==> src/rtl/ktpq_pkg.sv <==
// Shared constants, payload structs and state codes for the keyed timer queue.
// Used by every module of the block; depends on nothing.
package ktpq_pkg;

    localparam int CAPACITY     = 32;
    localparam int IDX_W        = $clog2(CAPACITY);
    localparam int CNT_W        = $clog2(CAPACITY + 1);
    localparam int RESULT_LIMIT = 32;
    localparam int RES_IDX_W    = $clog2(RESULT_LIMIT);
    localparam int RES_CNT_W    = $clog2(RESULT_LIMIT + 1);

    localparam int ACT_W  = 3;
    localparam int ID_W   = 63;
    localparam int KIND_W = 2;
    localparam int TIME_W = 32;
    localparam int LOC_W  = 32;
    localparam int STAT_W = 2;
    localparam int PCNT_W = 6;

    localparam logic [IDX_W-1:0] LAST_SLOT = IDX_W'(CAPACITY - 1);

    typedef enum logic [ACT_W-1:0] {
        ACT_SCHEDULE   = 3'd0,
        ACT_CANCEL     = 3'd1,
        ACT_CANCEL_ALL = 3'd2,
        ACT_PROCESS    = 3'd3,
        ACT_LOOKUP     = 3'd4
    } t_action;

    typedef enum logic [STAT_W-1:0] {
        ST_DONE      = 2'd0,
        ST_DUE       = 2'd1,
        ST_NOT_FOUND = 2'd2,
        ST_FULL      = 2'd3
    } t_status;

    // What one sweep of the slot store looks for.
    typedef enum logic [1:0] {
        SM_KEY = 2'd0,   // key match and lowest free slot
        SM_ID  = 2'd1,   // every slot of one id, cleared on the fly
        SM_MIN = 2'd2    // earliest live entry
    } t_scan_mode;

    typedef enum logic [2:0] {
        S_IDLE,
        S_OP_SCAN,
        S_APPLY,
        S_MIN_SCAN,
        S_PROC_CHECK,
        S_FINAL,
        S_DRAIN_RD,
        S_DRAIN_WR
    } t_state;

    typedef struct packed {
        logic [ID_W-1:0]   id;
        logic [KIND_W-1:0] kind;
        logic [TIME_W-1:0] deadline;
        logic [LOC_W-1:0]  locator;
    } t_entry;

    typedef struct packed {
        logic              en;
        logic [IDX_W-1:0]  slot;
        t_entry            data;
    } t_slot_wr;

    typedef struct packed {
        logic              en;
        logic [IDX_W-1:0]  slot;
    } t_slot_clr;

    typedef struct packed {
        logic              live;
        logic [IDX_W-1:0]  slot;
        logic              valid;
        t_entry            data;
    } t_slot_rd;

    typedef struct packed {
        logic              start;
        t_scan_mode        mode;
    } t_scan_ctl;

    typedef struct packed {
        logic              match_found;
        logic [IDX_W-1:0]  match_slot;
        logic [TIME_W-1:0] match_time;
        logic              free_found;
        logic [IDX_W-1:0]  free_slot;
        logic              any_hit;
        logic              best_found;
        logic [IDX_W-1:0]  best_slot;
        t_entry            best;
    } t_scan_res;

endpackage

==> src/rtl/ktpq_store.sv <==
// Slot store: entry memory with a registered read port, live bits and live count.
// Depends on ktpq_pkg.
module ktpq_store (
    input  logic                          i_clk,
    input  logic                          i_rst_n,
    input  logic                          i_rd_en,
    input  logic [ktpq_pkg::IDX_W-1:0]    i_rd_slot,
    input  ktpq_pkg::t_slot_wr            i_wr,
    input  ktpq_pkg::t_slot_clr           i_clr,
    output ktpq_pkg::t_slot_rd            o_rd,
    output logic [ktpq_pkg::CNT_W-1:0]    o_count
);

    ktpq_pkg::t_entry                  r_mem [ktpq_pkg::CAPACITY];
    ktpq_pkg::t_entry                  r_rd_data;
    logic [ktpq_pkg::IDX_W-1:0]        r_rd_slot;
    logic                              r_rd_valid;
    logic                              r_rd_live;
    logic [ktpq_pkg::CAPACITY-1:0]     r_valid, n_valid;
    logic [ktpq_pkg::CNT_W-1:0]        r_count, n_count;

    always_ff @(posedge i_clk) begin
        if (i_wr.en) begin
            r_mem[i_wr.slot] <= i_wr.data;
        end
        if (i_rd_en) begin
            r_rd_data  <= r_mem[i_rd_slot];
            r_rd_slot  <= i_rd_slot;
            r_rd_valid <= r_valid[i_rd_slot];
        end
    end

    // Writes and clears never coincide; a write to a dead slot makes it live.
    always_comb begin
        n_valid = r_valid;
        n_count = r_count;
        if (i_clr.en && r_valid[i_clr.slot]) begin
            n_valid[i_clr.slot] = 1'b0;
            n_count = r_count - ktpq_pkg::CNT_W'(1);
        end
        if (i_wr.en && !r_valid[i_wr.slot]) begin
            n_valid[i_wr.slot] = 1'b1;
            n_count = r_count + ktpq_pkg::CNT_W'(1);
        end
    end

    always_ff @(posedge i_clk) begin
        if (!i_rst_n) begin
            r_valid   <= '0;
            r_count   <= '0;
            r_rd_live <= 1'b0;
        end else begin
            r_valid   <= n_valid;
            r_count   <= n_count;
            r_rd_live <= i_rd_en;
        end
    end

    assign o_rd.live  = r_rd_live;
    assign o_rd.slot  = r_rd_slot;
    assign o_rd.valid = r_rd_valid;
    assign o_rd.data  = r_rd_data;
    assign o_count    = r_count;

endmodule

==> config.mk <==
export PLATFORM = sky130hd
export DESIGN_NAME = ktpq_store
export DESIGN_NICKNAME = d
export VERILOG_FILES = /design/src/rtl/ktpq_pkg.sv /design/src/rtl/ktpq_store.sv
export SDC_FILE = /design/constraint.sdc
export NUM_CORES = 2
export LEC_CHECK = 0
export BUFFER_PORTS_ARGS = -buffer_cell sky130_fd_sc_hd__buf_2
export CELL_PAD_IN_SITES_DETAIL_PLACEMENT = 2
export CELL_PAD_IN_SITES_GLOBAL_PLACEMENT = 2
export CORE_MARGIN = 8
export CORE_UTILIZATION = 52
export CTS_CLUSTER_DIAMETER = 30
export DETAILED_ROUTE_END_ITERATION = 6
export GPL_ROUTABILITY_DRIVEN = 0
export GPL_TIMING_DRIVEN = 0
export HOLD_SLACK_MARGIN = 0.12
export PLACE_DENSITY_LB_ADDON = 0.1
export SYNTH_ARGS = -nofsm -noshare
export SYNTH_HDL_FRONTEND = slang
export SYNTH_MEMORY_MAX_BITS = 65536
export SYNTH_SLANG_ARGS = --single-unit
export TNS_END_PERCENT = 10
==> constraint.sdc <==
create_clock -name i_clk -period 11 [get_ports i_clk]
set_clock_uncertainty 0.15 [all_clocks]
set_input_delay 1.1 -clock i_clk [delete_from_list [all_inputs] [get_ports i_clk]]
set_output_delay 1.1 -clock i_clk [all_outputs]
set_load 0.05 [all_outputs]
==> impl_metrics.toml, run 1 <==
[status]
status = "did not finish"
stop_stage = "detailed placement"
error_line = "[ERROR DPL-0033] detailed placement checks failed during check placement."

[logic_synthesis]
synth_most_common_cell = "edfxtp_1"
synthDistinctLibCells = 56
synth-warning-count = 0
synth_area_per_cell_um2 = 25.62
yosys-top-cells-area = "edfxtp_1 (79%), mux4_2 (18%), mux2_2 (0.93%)"
synth_enable_flop_cells = 4263
netlist_area_um2 = 162800
synth_seq_area_share = 0.7910
async_reset_ff_frac = 0
synth_top_area_share = 0.7862
synth_common_cells = "edfxtp_1 (4263), mux4_2 (1301), clkbuf_1 (217)"
synth_fp_nets = 6510
ys_seq_elements = 4302
ys_dominant_reg_cell = "edfxtp_1"
synth_area_leader_cell = "edfxtp_1"
syn_inst = 6356

[die]
rows = 205
floorplan.initialDensity = 0.5225
die_width_um = 575.6
die_h_um = 575.6
ios = 291

[placement]
numPortBuffers = 287
dpl.hpwl_um = 377100
-- logic make-up after synthesis --
group / after synthesis / synth area share
buf+inv: 349 / 0.008691
simple gates: 165 / 0.005226
mux: 1462 / 0.1909
compound gates: 70 / 0.003535
fa+ha+maj: 5 / 0.0004304
flops: 4302 / 0.7910
xor+xnor: 3 / 0.0001614
-- through the flow --
step | setup WS [ns] | std cells | hold WS, ns
2_1_floorplan | 2.893 | 6356 | 0.3122
3_3_place_gp | -5.859 | 10780 | 0.3410
==> inputs of run 2 (changes only) <==
==> config.mk (replaced) <==
export PLATFORM = sky130hd
export DESIGN_NAME = ktpq_store
export DESIGN_NICKNAME = d
export VERILOG_FILES = /design/src/rtl/ktpq_pkg.sv /design/src/rtl/ktpq_store.sv
export SDC_FILE = /design/constraint.sdc
export NUM_CORES = 2
export LEC_CHECK = 0
export BUFFER_PORTS_ARGS = -buffer_cell sky130_fd_sc_hd__buf_2
export CORE_MARGIN = 8
export CORE_UTILIZATION = 40
export DETAILED_ROUTE_END_ITERATION = 6
export GPL_ROUTABILITY_DRIVEN = 0
export GPL_TIMING_DRIVEN = 0
export PLACE_DENSITY_LB_ADDON = 0.15
export SYNTH_ARGS = -nofsm -noshare
export SYNTH_HDL_FRONTEND = slang
export SYNTH_MEMORY_MAX_BITS = 65536
export SYNTH_SLANG_ARGS = --single-unit
export TNS_END_PERCENT = 10
==> run 2 against run 1 <==
  * Area after synthesis stayed put
  * Synthesized cell count stayed put
  * The flow now finishes without violations
==> impl_metrics.toml, run 2 <==
[power]
seq_power_share = 0.524
p_per_area_nw_per_um2 = 183.4
switching_share = 0.2165
netSwitchingPower_w = 0.007587
p_int_w = 0.02746
pwr-share-comb = 0.058
total_power_w = 0.03505
peakVddDrop_uv = 138.5
clock_power_share = 0.419
p_leak_nw = 59.39

[final_layout]
final_common_cell = "edfxtp_1"
drive_above_1_share = 0.3511
multiInputGateArea_um2 = 32850
fin_nets = 7514
final_util = 0.4710
fillers = 33170
top_register = "r_mem"
area_growth_pct = 17.38
area.sequential_um2 = 128800
final_cell_mix = "edfxtp_1 (4263), mux4_2 (1301), clkbuf_16 (456)"
largest_register_ffs = 4128

[timing]
fin_ws_ns = 6.189
hold_viol_final = 0
final.setup.tns_ns = 0
tightest_slew_ns = 1.356
slew_headroom = 0.09620
fmaxAchievable_mhz = 207.8
maxSlewViolCount = 0
setup_viol_count_final = 0
period_share = 0.4374
rsz0062_at_grt = "no"
min_period_ns = 4.811

[die]
ios = 291
die_h_um = 654
floorplan.initialDensity = 0.4012
core-area_um2 = 405800
dieArea_um2 = 427700
die_width_um = 654
rows = 234

[logic_synthesis]
yosys-top-cells-area = "edfxtp_1 (79%), mux4_2 (18%), mux2_2 (0.93%)"
synth_seq_area_share = 0.7910
ys_seq_elements = 4302
synth_most_common_cell = "edfxtp_1"
synth_common_cells = "edfxtp_1 (4263), mux4_2 (1301), clkbuf_1 (217)"
synth_area_per_cell_um2 = 25.62
synth_enable_flop_cells = 4263
synth-warning-count = 0
async_reset_ff_frac = 0
synthDistinctLibCells = 56
synth_area_leader_cell = "edfxtp_1"
ys_dominant_reg_cell = "edfxtp_1"
syn_inst = 6356
synth_fp_nets = 6510
synth_top_area_share = 0.7862
netlist_area_um2 = 162800

[cts]
cts-resized-gates = 0
cts_root_buffer = "clkbuf_16"
cts_buffers = 452
cts.path.max_buffers = 4
postCtsHoldBufs = 0
clkLatencyLatePin_ns = 0.96
postCtsSetupBuffers = 0
clk_pin_slew_ns = 0.06
clkSinkCount = 4302
htreeDepth = 5
tritoncts = "built"

[grt]
grt_max_degree = 65
grt_overflow_total = 0
grt_util_all_layers = 0.2026
grt_pass1_vias = 77290
antenna_found_initial = 70
grt_pass1_wl_um = 610000

[critical_path]
path_max_fanout = 10
crit_path_start_kind = "input pin"
critPathKind = "input pin to register"
critPathMaxStageDelay_ns = 0.93
critPathTopFamily = "buffers and inverters"
path_cells = "buf_2 -> clkbuf_1 -> buf_2 -> buf_2 -> buf_1 -> mux4_2 -> mux4_2 -> mux2_2"
cpMostUsedCell = "buf_2"
critPathArrivalTime_ns = 5.36
cp-end-kind = "register"
path_buf_inv = 5
cp_slowest_cell = "buf_1"
cp_data_required_time_ns = 11.55

[run]
max_cap_viol_count = 0

[route]
drt-vias-per-instance = 5.619
wl_um = 440700
wl_per_cell_um = 33.43
vias = 74070
drcViolationCount = 0
drt_iter0_drc = 7400
ant_nets = 0
firstDrtPassIters = 5

[worst_hold_path]
hold_path.class = "input pin to register"

[placement]
numPortBuffers = 287
dpl.hpwl_um = 286300
dp_worst_setup_slack_ns = 5.025

[status]
status = "complete, no violations"
-- run 2: layout make-up --
type | count | area share
diodes | 18 | 0.0002357
plain buffers | 337 | 0.007352
clock buffers | 570 | 0.06205
clock inverters | 259 | 0.01198
inverters | 12 | 0.0002357
multi-input cells | 1705 | 0.1719
flip-flops and latches | 4302 | 0.6739
well taps | 5428 | 0.03554
repair buffers | 550 | 0.03682
-- run 2: kinds of logic (layout without fill, tap and decap cells) --
logic type,Yosys count,in the layout,synth area share
DFF,4302,4302,0.7910
buffers and inverters,349,1728,0.008691
muxes,1462,1462,0.1909
xor gates and xnor gates,3,3,0.0001614
AOI/OAI and AO/OA,70,70,0.003535
other,0,18,0
and+or+nand+nor,165,165,0.005226
adders and majority gates,5,5,0.0004304
-- run 2: routing by layer --
| metal | global-route usage | vias to the layer above | wire length [um] |
|---|---|---|---|
| li1 | - | 30010 | - |
| met5 | 0 | - | 81 |
| met4 | 0.04625 | 12 | 10450 |
| met2 | 0.3549 | 2710 | 227400 |
| met1 | 0.2653 | 40740 | 173700 |
| met3 | 0.03528 | 592 | 29020 |
-- run 2: worst register-to-register path: cells and delay by family (launching register included) --
family          cells  cell delay, ns
simple gates        4            1.21
compound gates      4            1.13
mux                 2            0.38
flops               1            0.34
fa+ha+maj           1            0.33
buf+inv             1            0.22
-- run 2: metrics by stage --
step                      area (um^2)  std cells  hold slack, ns
after floorplan                162800       6356          0.3122
after global placement         171000      12070          0.3433
after detailed placement       176900      12330          0.3330
after CTS                      191100      13160         0.08057
after global routing           191100      13170          0.1203
final                          191100      13180          0.1840
-- run 2: worst paths after layout --
kind / end / from / slack [ns] / cells after the start
hold reg to reg: r_valid[24] / r_valid[24] / 0.35 / 2
setup / recovery: o_rd[121] / i_rd_slot[0] / 6.19 / 8
hold / removal: r_rd_slot[4] / i_rd_slot[4] / 0.18 / 1
setup reg to reg: o_count[5] / r_valid[31] / 7.11 / 12
-- run 2: power by group through the flow --
stage               Sequential (W)  Clock (W)  Combinational (W)
floorplan                   0.0189          0           0.000948
CTS                         0.0184     0.0150            0.00206
finish                      0.0184     0.0147            0.00202
global route                0.0184     0.0156            0.00213
global placement            0.0188          0            0.00196
detailed placement          0.0187          0            0.00205
Note: power is estimated with default switching activity, not from simulation.
