## src/rtl/ktpq_pkg.sv

```systemverilog
// Shared constants, payload structs and state codes for the keyed timer queue.
// Used by every module of the block; depends on nothing.
package ktpq_pkg;

    localparam int CAPACITY     = 32;
    localparam int IDX_W        = $clog2(CAPACITY);
    localparam int CNT_W        = $clog2(CAPACITY + 1);
    localparam int RESULT_LIMIT = 32;
    localparam int RES_IDX_W    = $clog2(RESULT_LIMIT);
    localparam int RES_CNT_W    = $clog2(RESULT_LIMIT + 1);

    localparam int ACT_W  = 3;
    localparam int ID_W   = 63;
    localparam int KIND_W = 2;
    localparam int TIME_W = 32;
    localparam int LOC_W  = 32;
    localparam int STAT_W = 2;
    localparam int PCNT_W = 6;

    localparam logic [IDX_W-1:0] LAST_SLOT = IDX_W'(CAPACITY - 1);

    typedef enum logic [ACT_W-1:0] {
        ACT_SCHEDULE   = 3'd0,
        ACT_CANCEL     = 3'd1,
        ACT_CANCEL_ALL = 3'd2,
        ACT_PROCESS    = 3'd3,
        ACT_LOOKUP     = 3'd4
    } t_action;

    typedef enum logic [STAT_W-1:0] {
        ST_DONE      = 2'd0,
        ST_DUE       = 2'd1,
        ST_NOT_FOUND = 2'd2,
        ST_FULL      = 2'd3
    } t_status;

    // What one sweep of the slot store looks for.
    typedef enum logic [1:0] {
        SM_KEY = 2'd0,   // key match and lowest free slot
        SM_ID  = 2'd1,   // every slot of one id, cleared on the fly
        SM_MIN = 2'd2    // earliest live entry
    } t_scan_mode;

    typedef enum logic [2:0] {
        S_IDLE,
        S_OP_SCAN,
        S_APPLY,
        S_MIN_SCAN,
        S_PROC_CHECK,
        S_FINAL,
        S_DRAIN_RD,
        S_DRAIN_WR
    } t_state;

    typedef struct packed {
        logic [ID_W-1:0]   id;
        logic [KIND_W-1:0] kind;
        logic [TIME_W-1:0] deadline;
        logic [LOC_W-1:0]  locator;
    } t_entry;

    typedef struct packed {
        logic              en;
        logic [IDX_W-1:0]  slot;
        t_entry            data;
    } t_slot_wr;

    typedef struct packed {
        logic              en;
        logic [IDX_W-1:0]  slot;
    } t_slot_clr;

    typedef struct packed {
        logic              live;
        logic [IDX_W-1:0]  slot;
        logic              valid;
        t_entry            data;
    } t_slot_rd;

    typedef struct packed {
        logic              start;
        t_scan_mode        mode;
    } t_scan_ctl;

    typedef struct packed {
        logic              match_found;
        logic [IDX_W-1:0]  match_slot;
        logic [TIME_W-1:0] match_time;
        logic              free_found;
        logic [IDX_W-1:0]  free_slot;
        logic              any_hit;
        logic              best_found;
        logic [IDX_W-1:0]  best_slot;
        t_entry            best;
    } t_scan_res;

endpackage

```

## src/rtl/ktpq_scan.sv

```systemverilog
// Shared compare unit: looks at one slot a cycle and accumulates match, free and minimum.
// Depends on ktpq_pkg.
module ktpq_scan (
    input  logic                          i_clk,
    input  logic                          i_rst_n,
    input  ktpq_pkg::t_scan_ctl           i_ctl,
    input  logic [ktpq_pkg::ID_W-1:0]     i_key_id,
    input  logic [ktpq_pkg::KIND_W-1:0]   i_key_kind,
    input  ktpq_pkg::t_slot_rd            i_rd,
    output ktpq_pkg::t_scan_res           o_res,
    output ktpq_pkg::t_slot_clr           o_clr
);

    ktpq_pkg::t_scan_mode r_mode;
    ktpq_pkg::t_scan_res  r_res, n_res;
    logic                 id_hit;
    logic                 key_hit;
    logic                 earlier;

    assign id_hit  = i_rd.valid && (i_rd.data.id == i_key_id);
    assign key_hit = id_hit && (i_rd.data.kind == i_key_kind);
    // Order by deadline, then id, then kind: one wide unsigned compare.
    assign earlier = {i_rd.data.deadline, i_rd.data.id, i_rd.data.kind}
                   < {r_res.best.deadline, r_res.best.id, r_res.best.kind};

    always_comb begin
        n_res = r_res;
        o_clr = '0;
        if (i_ctl.start) begin
            n_res = '0;
        end else if (i_rd.live) begin
            unique case (r_mode)
                ktpq_pkg::SM_KEY: begin
                    if (key_hit && !r_res.match_found) begin
                        n_res.match_found = 1'b1;
                        n_res.match_slot  = i_rd.slot;
                        n_res.match_time  = i_rd.data.deadline;
                    end
                    if (!i_rd.valid && !r_res.free_found) begin
                        n_res.free_found = 1'b1;
                        n_res.free_slot  = i_rd.slot;
                    end
                end
                ktpq_pkg::SM_ID: begin
                    if (id_hit) begin
                        n_res.any_hit = 1'b1;
                        o_clr.en      = 1'b1;
                        o_clr.slot    = i_rd.slot;
                    end
                end
                ktpq_pkg::SM_MIN: begin
                    if (i_rd.valid && (!r_res.best_found || earlier)) begin
                        n_res.best_found = 1'b1;
                        n_res.best_slot  = i_rd.slot;
                        n_res.best       = i_rd.data;
                    end
                end
                default: ;
            endcase
        end
    end

    always_ff @(posedge i_clk) begin
        if (!i_rst_n) begin
            r_mode <= ktpq_pkg::SM_MIN;
            r_res  <= '0;
        end else begin
            if (i_ctl.start) begin
                r_mode <= i_ctl.mode;
            end
            r_res <= n_res;
        end
    end

    assign o_res = r_res;

endmodule

```

## config.mk

```make
export PLATFORM = sky130hd
export DESIGN_NAME = ktpq_scan
export DESIGN_NICKNAME = d
export VERILOG_FILES = /design/src/rtl/ktpq_pkg.sv /design/src/rtl/ktpq_scan.sv
export SDC_FILE = /design/constraint.sdc
export NUM_CORES = 1
export LEC_CHECK = 0
export BUFFER_PORTS_ARGS = -buffer_cell sky130_fd_sc_hd__buf_2
export CAP_MARGIN = 20
export CORE_AREA = 5 5 148 150
export CTS_CLUSTER_SIZE = 14
export DETAILED_ROUTE_END_ITERATION = 10
export DIE_AREA = 0 0 153 155
export PLACE_DENSITY = 0.93
export SETUP_SLACK_MARGIN = 0.4
export SLEW_MARGIN = 20
export SYNTH_ARGS = -nofsm -noshare
export SYNTH_HDL_FRONTEND = slang
export SYNTH_SLANG_ARGS = --single-unit
```

## constraint.sdc

```tcl
create_clock -name i_clk -period 5.6 [get_ports i_clk]
set_clock_uncertainty 0.05 [all_clocks]
set_input_delay 0.28 -clock i_clk [delete_from_list [all_inputs] [get_ports i_clk]]
set_output_delay 0.28 -clock i_clk [all_outputs]
set_load 0.005 [all_outputs]
```

* Word level (Yosys, flattened, before mapping)
Index checks and enable logic that the tools add are counted.
** Word-level totals
- Register bits after elaboration :: 182
- Input bits :: 206
- Output and inout port bits :: 186
** Cells by class
- Multiplexer cells :: 4
- Bitwise operators :: 1
- Magnitude comparators :: 1
- Equal/unequal tests :: 4
- Reductions and logical operators :: 16
** Operators with widths (number)
- $lt A97 B97 Y1 :: 1
- $eq A63 B63 Y1 :: 1
- $mux W6 :: 4
- $reduce_and A3 Y1 :: 4
- $logic_and A1 B1 Y1 :: 5
- $logic_not A1 Y1 :: 4
- $eq A2 B1 Y1 const B :: 1
- $eq A2 B2 Y1 :: 1
- $eq A2 B2 Y1 const B :: 1
- $logic_not A2 Y1 :: 1
- $reduce_or A2 Y1 :: 1
- $logic_or A1 B1 Y1 :: 1
- $not A1 Y1 :: 1

* Depth between registers and ports, before layout
- Word-level depth :: 6
- Gate-level depth with buffers :: 13
- Depth with buffers taken out :: 10

* Least setup slack after synthesis
No wires, ideal clock.
- Path kind :: register to register
- Start :: register r_res, in the netlist o_res[95]
- End :: register r_res, in the netlist o_res[100]
- Buffers on the path :: 3
- Path slack :: 2.811 ns
- Library setup time :: 0.072 ns
- Stages on the path, launching flop included :: 14
- Arrival :: 2.667 ns
- Path through :: dfxtp_1 > inv_1 > ha_1 > nand4_1 > nor4_2 > a22oi_1 > o211ai_1 > a31oi_1 > or4b_1 > a31oi_1 > buf_4 > buf_6 > buf_8 > mux2i_1
** Between the ends
- Word-level cells in the longest chain between the ends :: 4
** Ends and longest elaborated chain
- from (decl) :: RTL line ktpq_scan.sv:15 : ktpq_pkg::t_scan_res r_res, n_res;
- from (signal assigned) :: RTL line ktpq_scan.sv:71 : r_res <= n_res;
- $lt A97 B97 Y1 :: RTL line ktpq_scan.sv:24 : < {r_res.best.deadline, r_res.best.id, r_res.best.kind};
- $logic_or A1 B1 Y1 :: RTL line ktpq_scan.sv:52 : if (i_rd.valid && (!r_res.best_found || earlier)) begin
- $logic_and A1 B1 Y1 :: RTL line ktpq_scan.sv:52
- $reduce_and A3 Y1 (no line)
No other way between the ends.
A chain may end at the register's enable or synchronous reset.

* Worst setup path in the final report
- Start :: register r_res, in the netlist o_res[68]
- End :: register r_res, in the netlist o_res[29]
The elaborated chain is that of the path after synthesis.

==> flow_metrics.tcl <==
set metrics [dict create \
    outcome "completed" \
    grt_antenna_before_repair 0 \
    synthesis.instances 1199 \
    synth_top_cell_by_area "sky130_fd_sc_hd__dfxtp_1" \
    placement_rows 53 \
    synth_to_layout_area_growth_pct 26.1 \
    reg2reg_from "o_res[68]" \
    boundaryPins 392 \
    wl_per_cell_um 18.3 \
    cts_num_sinks 182 \
    final_min_period_over_clock_period 0.610 \
    clk_root_buffer_cell "sky130_fd_sc_hd__clkbuf_16" \
    final-max-slew-violation-count 0 \
    placed_cells 1815 \
    final-instance-count-excl-fill 1849 \
    hold-worst-slack_ns 0.0247 \
    pin_count_of_the_biggest_net_entering_global_routing 269 \
    numCtsBuffers 17 \
    grtUsageTotal 0.274 \
    cts_post_setup_buffers_inserted 0 \
    tritoncts "done" \
    route.final.wire_length_mm 33.8 \
    fmaxAchievable_mhz 293 \
    grt_pass1_wl_mm 52.1 \
    vias 9787 \
    fin_crit_ns 3.42 \
    postSynthAreaPerCell_um2 8.56 \
    power_leakage_nw 6.31 \
    clk_transition_reported_paths_ns 0.08 \
    unrepaired_setup_endpoints_after_global_routing "no" \
    async_reset_ff_frac 0 \
    vias_per_cell 5.29 \
    netlist_area_um2 10300 \
    cts_htree_levels 4 \
    tightestPinTransition_ns 0.936 \
    max-clock-path-buffers 2 \
    rr_endpoint "o_res[29]" \
    overflow 0 \
    worst_setup_ep_type "flop" \
    critical_path_class "reg -> reg" \
    hp-class "in -> reg" \
    synth.area.top_cells "sky130_fd_sc_hd__dfxtp_1 36%, sky130_fd_sc_hd__mux2i_1 17%, sky130_fd_sc_hd__ha_1 12%" \
    max-slew-margin-rel 0.374 \
    clk-insertion-delay-late_ns 0.42 \
    fp.dieW_um 153 \
    place.detailed.hpwl_mm 27.3 \
    synthesis.nets 1501 \
    synth_warnings 0 \
    start_kind "flop" \
    report.final.hold_viol_count 0 \
    setup_violations 0 \
    final_nets 1863 \
    core_region_area_um2 20600 \
    die-area_um2 23700 \
    synth_edf_count 0 \
    min-delay-start "i_ctl[1]" \
    min_to "r_mode[1]" \
    drv.max_cap_violation_count 0 \
    ff2ff_path_depth 11 \
    worst_ir_drop_vdd_mv 0.251 \
    worst-endpoint-required_ns 5.89 \
    ys_seq_elements 182 \
    synth-seq-area-share 0.355 \
    finish.utilization 0.629 \
    library_cells_used_by_synthesis 41 \
    worst-path-max-fanout 70 \
    ff2ff_setup_slack_ns 2.18 \
    worst_hold_path.num_cells 3 \
    y_dimension_of_the_die_um 155 \
    floorplan.initialDensity 0.499 \
    drt_pass1_iterations 6 \
    antennaDiodeCount 0 \
    yosys.area.top_type_share 0.355 \
    synth_top_flop_cell "sky130_fd_sc_hd__dfxtp_1" \
    ant_nets 0 \
    final_weighted_congestion_in_routability_driven_placement 0.980 \
    post_route_cells_drive_above_1_share 0.276 \
    powerDensity_nw_per_um2 234 \
    drt-initial-drc-count 628 \
    fin_tns_setup_ns 0 \
    io_buffer_count 391 \
    vias_in_the_first_global_route 9864 \
    arrival_ns 3.71 \
    route.detailed.drc 0 \
]
[cells in the mapped netlist, types with 2 or more instances]
| cell | count |
|---|---|
| sky130_fd_sc_hd__o221ai_1 | 2 |
| sky130_fd_sc_hd__o211ai_1 | 2 |
| sky130_fd_sc_hd__nand2b_1 | 5 |
| sky130_fd_sc_hd__o2111ai_1 | 2 |
| sky130_fd_sc_hd__o22ai_1 | 4 |
| sky130_fd_sc_hd__nand4_1 | 26 |
| sky130_fd_sc_hd__nor4_1 | 10 |
| sky130_fd_sc_hd__ha_1 | 96 |
| sky130_fd_sc_hd__buf_4 | 10 |
| sky130_fd_sc_hd__xor2_1 | 13 |
| sky130_fd_sc_hd__a2111o_1 | 4 |
| sky130_fd_sc_hd__buf_2 | 2 |
| sky130_fd_sc_hd__a31oi_1 | 2 |
| sky130_fd_sc_hd__o21ai_0 | 14 |
| sky130_fd_sc_hd__nand3_1 | 8 |
| sky130_fd_sc_hd__a21oi_1 | 39 |
| sky130_fd_sc_hd__nor2_1 | 55 |
| sky130_fd_sc_hd__or4_1 | 2 |
| sky130_fd_sc_hd__buf_8 | 6 |
| sky130_fd_sc_hd__nor3_1 | 6 |
| sky130_fd_sc_hd__nand2_1 | 292 |
| sky130_fd_sc_hd__a221oi_1 | 3 |
| sky130_fd_sc_hd__o21a_1 | 3 |
| sky130_fd_sc_hd__a21o_1 | 11 |
| sky130_fd_sc_hd__clkbuf_1 | 35 |
| sky130_fd_sc_hd__and4_1 | 5 |
| sky130_fd_sc_hd__inv_1 | 109 |
| sky130_fd_sc_hd__mux2i_1 | 178 |
| sky130_fd_sc_hd__dfxtp_1 | 182 |
| sky130_fd_sc_hd__a211oi_1 | 5 |
| sky130_fd_sc_hd__and2_1 | 5 |
| sky130_fd_sc_hd__xnor2_1 | 38 |
| sky130_fd_sc_hd__nor2b_1 | 17 |
[cells in the final DEF, fill, tap and decap left out, types with 2 or more instances in the layout]
cell type,synthesis,layout
sky130_fd_sc_hd__xnor2_1,38,38
sky130_fd_sc_hd__buf_12,0,3
sky130_fd_sc_hd__nand2_1,292,292
sky130_fd_sc_hd__a221oi_1,3,3
sky130_fd_sc_hd__xor2_1,13,13
sky130_fd_sc_hd__nand3_1,8,8
sky130_fd_sc_hd__inv_6,0,3
sky130_fd_sc_hd__nor2b_1,17,16
sky130_fd_sc_hd__and2_1,5,5
sky130_fd_sc_hd__nor3_1,6,5
sky130_fd_sc_hd__and4_1,5,5
sky130_fd_sc_hd__clkbuf_16,0,17
sky130_fd_sc_hd__nor2_1,55,55
sky130_fd_sc_hd__dfxtp_1,182,182
sky130_fd_sc_hd__nand2b_1,5,4
sky130_fd_sc_hd__inv_8,0,4
sky130_fd_sc_hd__o21ai_0,14,14
sky130_fd_sc_hd__o221ai_1,2,2
sky130_fd_sc_hd__o2111ai_1,2,2
sky130_fd_sc_hd__a211oi_1,5,5
sky130_fd_sc_hd__or4_1,2,2
sky130_fd_sc_hd__a2111o_1,4,4
sky130_fd_sc_hd__o211ai_1,2,2
sky130_fd_sc_hd__o21a_1,3,3
sky130_fd_sc_hd__buf_2,2,391
sky130_fd_sc_hd__a21o_1,11,11
sky130_fd_sc_hd__clkinv_4,0,3
sky130_fd_sc_hd__inv_1,109,109
sky130_fd_sc_hd__nor4_1,10,10
sky130_fd_sc_hd__ha_1,96,96
sky130_fd_sc_hd__clkinv_2,0,3
sky130_fd_sc_hd__o22ai_1,4,4
sky130_fd_sc_hd__a21oi_1,39,39
sky130_fd_sc_hd__nand4_1,26,26
sky130_fd_sc_hd__mux2i_1,178,178
[area by class of cell]
class,count,area (um2)
sequential,182,3640
multi-input combinational,854,5920
fill,1695,7620
tap,275,344
clock inverter,15,136
timing repair buffer,397,2060
inverter,109,409
clock buffer,17,425
[cells by family (layout without fill, tap and decap cells)]
logic type / Yosys count / after routing / synth area share
XOR/XNOR: 51 / 51 / 0.0435
flip-flops: 182 / 182 / 0.355
multiplexers: 178 / 178 / 0.174
AO/OA/AOI/OAI: 94 / 94 / 0.0572
buffers and inverters: 163 / 538 / 0.0709
adder cells (fa/ha/maj): 96 / 96 / 0.117
AND/OR/NAND/NOR: 435 / 435 / 0.182
[critical path, cell delays in order, from the launching register on]
cell and delay, ns:
sky130_fd_sc_hd__dfxtp_1 0.35, sky130_fd_sc_hd__inv_1 0.05, sky130_fd_sc_hd__ha_1 0.28, sky130_fd_sc_hd__nand4_1 0.10, sky130_fd_sc_hd__o221ai_1 0.39, sky130_fd_sc_hd__a211oi_1 0.19
sky130_fd_sc_hd__o21ai_1 0.19, sky130_fd_sc_hd__a31oi_1 0.15, sky130_fd_sc_hd__or4b_1 0.59, sky130_fd_sc_hd__a31oi_4 0.23, sky130_fd_sc_hd__buf_12 0.41, sky130_fd_sc_hd__mux2i_1 0.27
[per-stage QoR]
stage	instance area [um2]	power [mW]	worst slack (ns)
after floorplan	10300	1.68	2.81
after global placement	12300	1.88	2.24
after detailed placement	12300	1.90	2.11
after CTS	12900	3.06	2.16
after global routing	12900	3.17	1.94
final	12900	3.03	2.18
[sequential cells by signal, summed over array words and instances, names as in the netlist]
| name | cells |
|---|---|
| r_mode | 2 |
| o_res | 180 |
[power breakdown]
| group | total [mW] | switching [mW] | internal [mW] |
|---|---|---|---|
| logic | 0.526 | 0.295 | 0.231 |
| clock network | 1.16 | 0.570 | 0.589 |
| registers | 1.35 | 0.0228 | 1.32 |
[per-layer routing]
layer | track usage | wire, um | vias up
met3 | 0.0701 | 2580 | 94
met5 | 0 | 0 | -
met1 | 0.305 | 12800 | 4547
li1 | - | - | 4722
met4 | 0.151 | 1980 | 0
met2 | 0.478 | 16400 | 424
[worst max-delay path by stage]
stage	start	end	slack [ns]	cells past startpoint
4_1_cts	r_mode[1]	o_clr[0]	2.16	9
6_report	o_res[68]	o_res[29]	2.18	11
5_1_grt	r_mode[1]	o_clr[0]	1.94	9
2_1_floorplan	o_res[95]	o_res[100]	2.81	13
3_3_place_gp	i_rd[68]	o_res[49]	2.24	11
3_5_place_dp	i_rd[68]	o_res[88]	2.11	11
[timing repair]
action	4_1_cts	5_1_grt
hold buffers	1	0
hold endpoints to repair	1	0
gates resized for setup	0	0
endpoints found under the setup margin	0	0
Power figures use the tool's default switching activity.
